File: src/hdl/vdi_pkg.sv
package vdi_pkg;

    localparam int DEFAULT_TABLE_DEPTH = 64;
    localparam int COORD_W             = 32;
    localparam int INDEX_W             = 6;

    // One vertex as three float32 bit patterns, x in the lowest bits.
    typedef struct packed {
        logic [COORD_W-1:0] z;
        logic [COORD_W-1:0] y;
        logic [COORD_W-1:0] x;
    } t_vertex;

    localparam int VERTEX_W = $bits(t_vertex);

endpackage

File: src/hdl/vdi_match.sv
module vdi_match
    import vdi_pkg::*;
(
    input  t_vertex i_stored,
    input  t_vertex i_probe,
    output logic    o_hit
);

    function automatic logic coord_is_nan(input logic [COORD_W-1:0] b);
        return b[COORD_W-2:0] > 31'h7F80_0000;
    endfunction

    // IEEE equality: both zeros match regardless of sign, NaN matches nothing.
    function automatic logic coord_equal(input logic [COORD_W-1:0] a,
                                         input logic [COORD_W-1:0] b);
        logic any_nan;
        logic both_zero;
        any_nan   = coord_is_nan(a) || coord_is_nan(b);
        both_zero = ((a | b) & 32'h7FFF_FFFF) == 32'h0;
        return !any_nan && (both_zero || (a == b));
    endfunction

    assign o_hit = coord_equal(i_stored.x, i_probe.x)
                && coord_equal(i_stored.y, i_probe.y)
                && coord_equal(i_stored.z, i_probe.z);

endmodule

File: config.mk
export PLATFORM = sky130hd
export DESIGN_NAME = vdi_match
export DESIGN_NICKNAME = d
export VERILOG_FILES = /design/src/hdl/vdi_pkg.sv /design/src/hdl/vdi_match.sv
export SDC_FILE = /design/constraint.sdc
export NUM_CORES = 1
export LEC_CHECK = 0
export BUFFER_PORTS_ARGS = -buffer_cell sky130_fd_sc_hd__buf_2
export CAP_MARGIN = 0
export CORE_MARGIN = 2
export CORE_UTILIZATION = 40
export DETAILED_ROUTE_END_ITERATION = 10
export PLACE_DENSITY = 0.78
export SYNTH_ARGS = -nofsm -noshare
export SYNTH_HDL_FRONTEND = slang
export SYNTH_SLANG_ARGS = --single-unit
File: constraint.sdc
create_clock -name vclk -period 1.8
set_clock_uncertainty 0.15 [all_clocks]
set_input_delay 0.27 -clock vclk [all_inputs]
set_output_delay 0.27 -clock vclk [all_outputs]
set_load 0.05 [all_outputs]
# --- After elaboration in Yosys (flattened, before gate mapping) ---
# Cells that the tools add are included.
# W data, S select, Z words.
word_totals:
  regBits: 0
  out_inout_bits: 1
  elab_cells: 29
classes:
  magnitude_cmp: 6
  n_eq_ne: 3
  bitwise_logic: 3
  n_reduce_logical: 17
ops:
  columns: ["cell", "count"]
  rows:
  - ["$gt A31 B31 Y1 const B", 6]
  - ["$eq A32 B32 Y1", 3]
  - ["$logic_not A32 Y1", 3]
  - ["$or A31 B31 Y31", 3]
  - ["$logic_or A1 B1 Y1", 6]
  - ["$logic_and A1 B1 Y1", 5]
  - ["$logic_not A1 Y1", 3]

# --- Depth between registers and ports, before layout ---
logic_depth:
  ltp_word: 6
  depth_mapped: 7

# --- Worst setup path after synthesis ---
# No wires, ideal clock.
synth_timing:
  path_kind: "input port to output port"
  from: "in i_stored[24] in the netlist's numbering"
  to: "out o_hit"
  arrival_ns: 2.355
  required_time_ns: 1.380
  slack_ns: -0.975
  path_stages: 7
  n_path_buf: 0
  cell_sequence: "inv_1 -> ha_1 -> nand4_1 -> or4_1 -> nor4_1 -> o211ai_1 -> nor4_2"
synth_via:
  elab_chain_cells: 6
  elab_cells_between_ends: 10
  cone_classes: "1 x order compare; 1 x eq/ne; 1 x bitwise; 7 x reduce/logical"
synth_rtl:
  columns: ["item", "line_no", "source"]
  rows:
  - ["from (decl)", "vdi_match.sv:4", "input t_vertex i_stored,"]
  - ["$gt A31 B31 Y1 / $or A31 B31 Y31 (equally long branches)", "vdi_match.sv:10, vdi_match.sv:19", null]
  - ["$logic_or A1 B1 Y1 / $logic_not A32 Y1 (equally long branches)", "vdi_match.sv:18, vdi_match.sv:19", null]
  - ["$logic_not A1 Y1 / $logic_or A1 B1 Y1 (equally long branches)", "vdi_match.sv:20", "return !any_nan && (both_zero || (a == b));"]
  - ["$logic_and A1 B1 Y1 *", "vdi_match.sv:20", null]
  - ["$logic_and A1 B1 Y1 *", "vdi_match.sv:24", "&& coord_equal(i_stored.y, i_probe.y)"]
  - ["$logic_and A1 B1 Y1 *", "vdi_match.sv:25", "&& coord_equal(i_stored.z, i_probe.z);"]
  - ["to (decl)", "vdi_match.sv:6", "output logic o_hit"]
# Mark *: on every way between the ends. The rest lies on a longest branch, timed or not.

# --- Worst setup path in the final report ---
layout_timing:
  from: "in i_stored[49] in the netlist's numbering"
  to: "out o_hit"
# Same word-level chain as after synthesis.

==> results.toml <==
[sta]
slew_headroom = 0.719
max_freq_mhz = 419
tightest_slew_ns = 0.417
timing_hold_violations_final = 0
layout_worst_path_cycle_share = 1.33
min_period_ns = 2.39
drv_slew = 0
worst_slack_ns = -0.588
finalSetupViolCount = 1
finalSetupTns_ns = -0.588
grt_setup_unrepaired = "yes"

[synthesis]
netlist_instances = 425
yosysSeqAreaShare = 0
synthTopCellsByCount = "186 x inv_1, 93 x ha_1, 56 x nor4_1"
yosysWarnings = 0
netlist.top_cell.by_area = "ha_1"
yosysMostFrequentCell = "inv_1"
yosysTopAreaCellShare = 0.427
synth_area_per_cell_um2 = 6.41
syn_area_mm2 = 0.00273
synthTopCellsByArea = "ha_1 43%, inv_1 26%, nor4_1 13%"
synth_nets = 710
synth.distinct_cells = 15

[grt]
antenna_found_initial = 0
overflow = 0
grt_pass1_vias = 3634
grt_max_degree = 3
track_usage = 0.244
grt_pass1_wl_um = 15000

[floorplanning]
start_util = 0.408
ios = 193
die_height_um = 86.5
rows = 30
die_w_um = 86.5
die-area_mm2 = 0.00749
core_area_mm2 = 0.00668

[power_and_ir_drop]
ir_worst_vdd_mv = 0.101
total_power_mw = 0.722
power_leakage_nw = 2.70
power.density_mw_per_mm2 = 169

[route]
via_per_inst = 5.10
drc_errors = 0
drt_pass1_iterations = 4
routed_wl_um = 9490
dr_total_vias = 3708
wl_per_cell_um = 13.1
drt-initial-drc-count = 64
ant_nets = 0

[hold_path]
hold_start = "i_probe[71]"
min_path_cells = 7
min_path_type = "in -> out"
min_to = "o_hit"

[setup_path]
critical_path.startpoint_type = "input pin"
crit_chain = "buf_2, inv_1, ha_1, nor4_1, nand4_1, nor3_2, a21oi_1, nor4_4, buf_6"
slowest_delay_ns = 0.37
cp.depth = 9
worst_setup_path_end_kind = "output port"
cp_top_family = "simple AND/OR/NAND/NOR gates"
critPathKind = "in -> out"
worstPathMaxFanout = 2
cp.required_ns = 1.38
cp_num_buf_inv = 3
crit_arrival_ns = 1.97
slowest_stage = "nor4_1"

[clock_network]
hold_buffers = 0

[finish]
n_clock_buffer = 0
seq_cell_count = 0
antenna_cells = 0
final_cells = 727
final_area_mm2 = 0.00426
drive_gt1_frac = 0.399
seq_area_um2 = 0
nets = 934
n_fill_cell = 617
area_delta_synth_final_pct = 56.4

[place]
io_buffers = 193
dpl_cell_area_mm2 = 0.00417
gp_congestion = 1.01
dp_hpwl_um = 9040
dpl.cell_count = 727
dp_slack_ns = -0.686

[run_status]
failed_checks = "negative setup slack"
status = "finished, violations left"

[job]
cap_violations = 0
timing repair:
item / 4_1_cts / 5_1_grt
resized for setup: 9 / 9
buffers inserted: 0 / 0
pin swaps: 0 / 2
endpoints found under the setup margin: 1 / 1
power breakdown:
part           switching (mW)  internal, mW
Sequential                  0             0
Clock                       0             0
Combinational           0.353         0.369
Total                   0.353         0.369
worst max path at each step:
stage / from / end / slack, ns
2_1_floorplan: i_probe[22] / o_hit / -0.46
3_3_place_gp: i_stored[32] / o_hit / -0.67
3_5_place_dp: i_probe[30] / o_hit / -0.69
4_1_cts: i_stored[30] / o_hit / -0.59
5_1_grt: i_stored[32] / o_hit / -0.75
6_report: i_stored[49] / o_hit / -0.59
area by class of cell:
class              instances  area [um2]  area share
inverters                186         748       0.176
multi-input cells        239        2200       0.517
well taps                 80         100      0.0235
repair buffers           222        1210       0.284
cells in the final DEF (no fill, tap or decap), types with 3 or more instances in the layout:
| master | count |
|---|---|
| buf_2 | 188 |
| inv_1 | 168 |
| ha_1 | 84 |
| nor4_1 | 51 |
| nand4_1 | 43 |
| buf_4 | 30 |
| nor3_1 | 10 |
| nand2_1 | 9 |
| ha_4 | 9 |
| inv_4 | 8 |
| inv_2 | 6 |
| nor2_1 | 6 |
| o21ai_0 | 6 |
| nand3_1 | 5 |
| nor4_2 | 4 |
| buf_6 | 4 |
| xnor2_1 | 3 |
cells by family (layout without fill, tap and decap cells):
group                      count (synthesis)  in the layout  share of synthesized area
buffers and inverters                    186            408                      0.256
adders and majority gates                 93             93                      0.427
and+or+nand+nor                          134            134                      0.290
AOI/OAI and AO/OA                          9              9                     0.0174
xor gates and xnor gates                   3              3                    0.00964
metal layers:
layer	vias to the layer above	global-route usage	wire [um]
met2	151	0.495	5030
met1	1661	0.278	3670
met3	22	0.0152	618
li1	1874	-	-
met4	0	0.0384	168
met5	-	0	0
per-stage QoR:
step | hold WS, ns | utilization
after floorplan | 0.716 | -
after global placement | 1.04 | 0.624
after detailed placement | 1.04 | 0.624
after CTS | 0.979 | 0.630
after global routing | 1.01 | 0.638
final | 0.972 | 0.638
(Power assumes the default switching activity.)
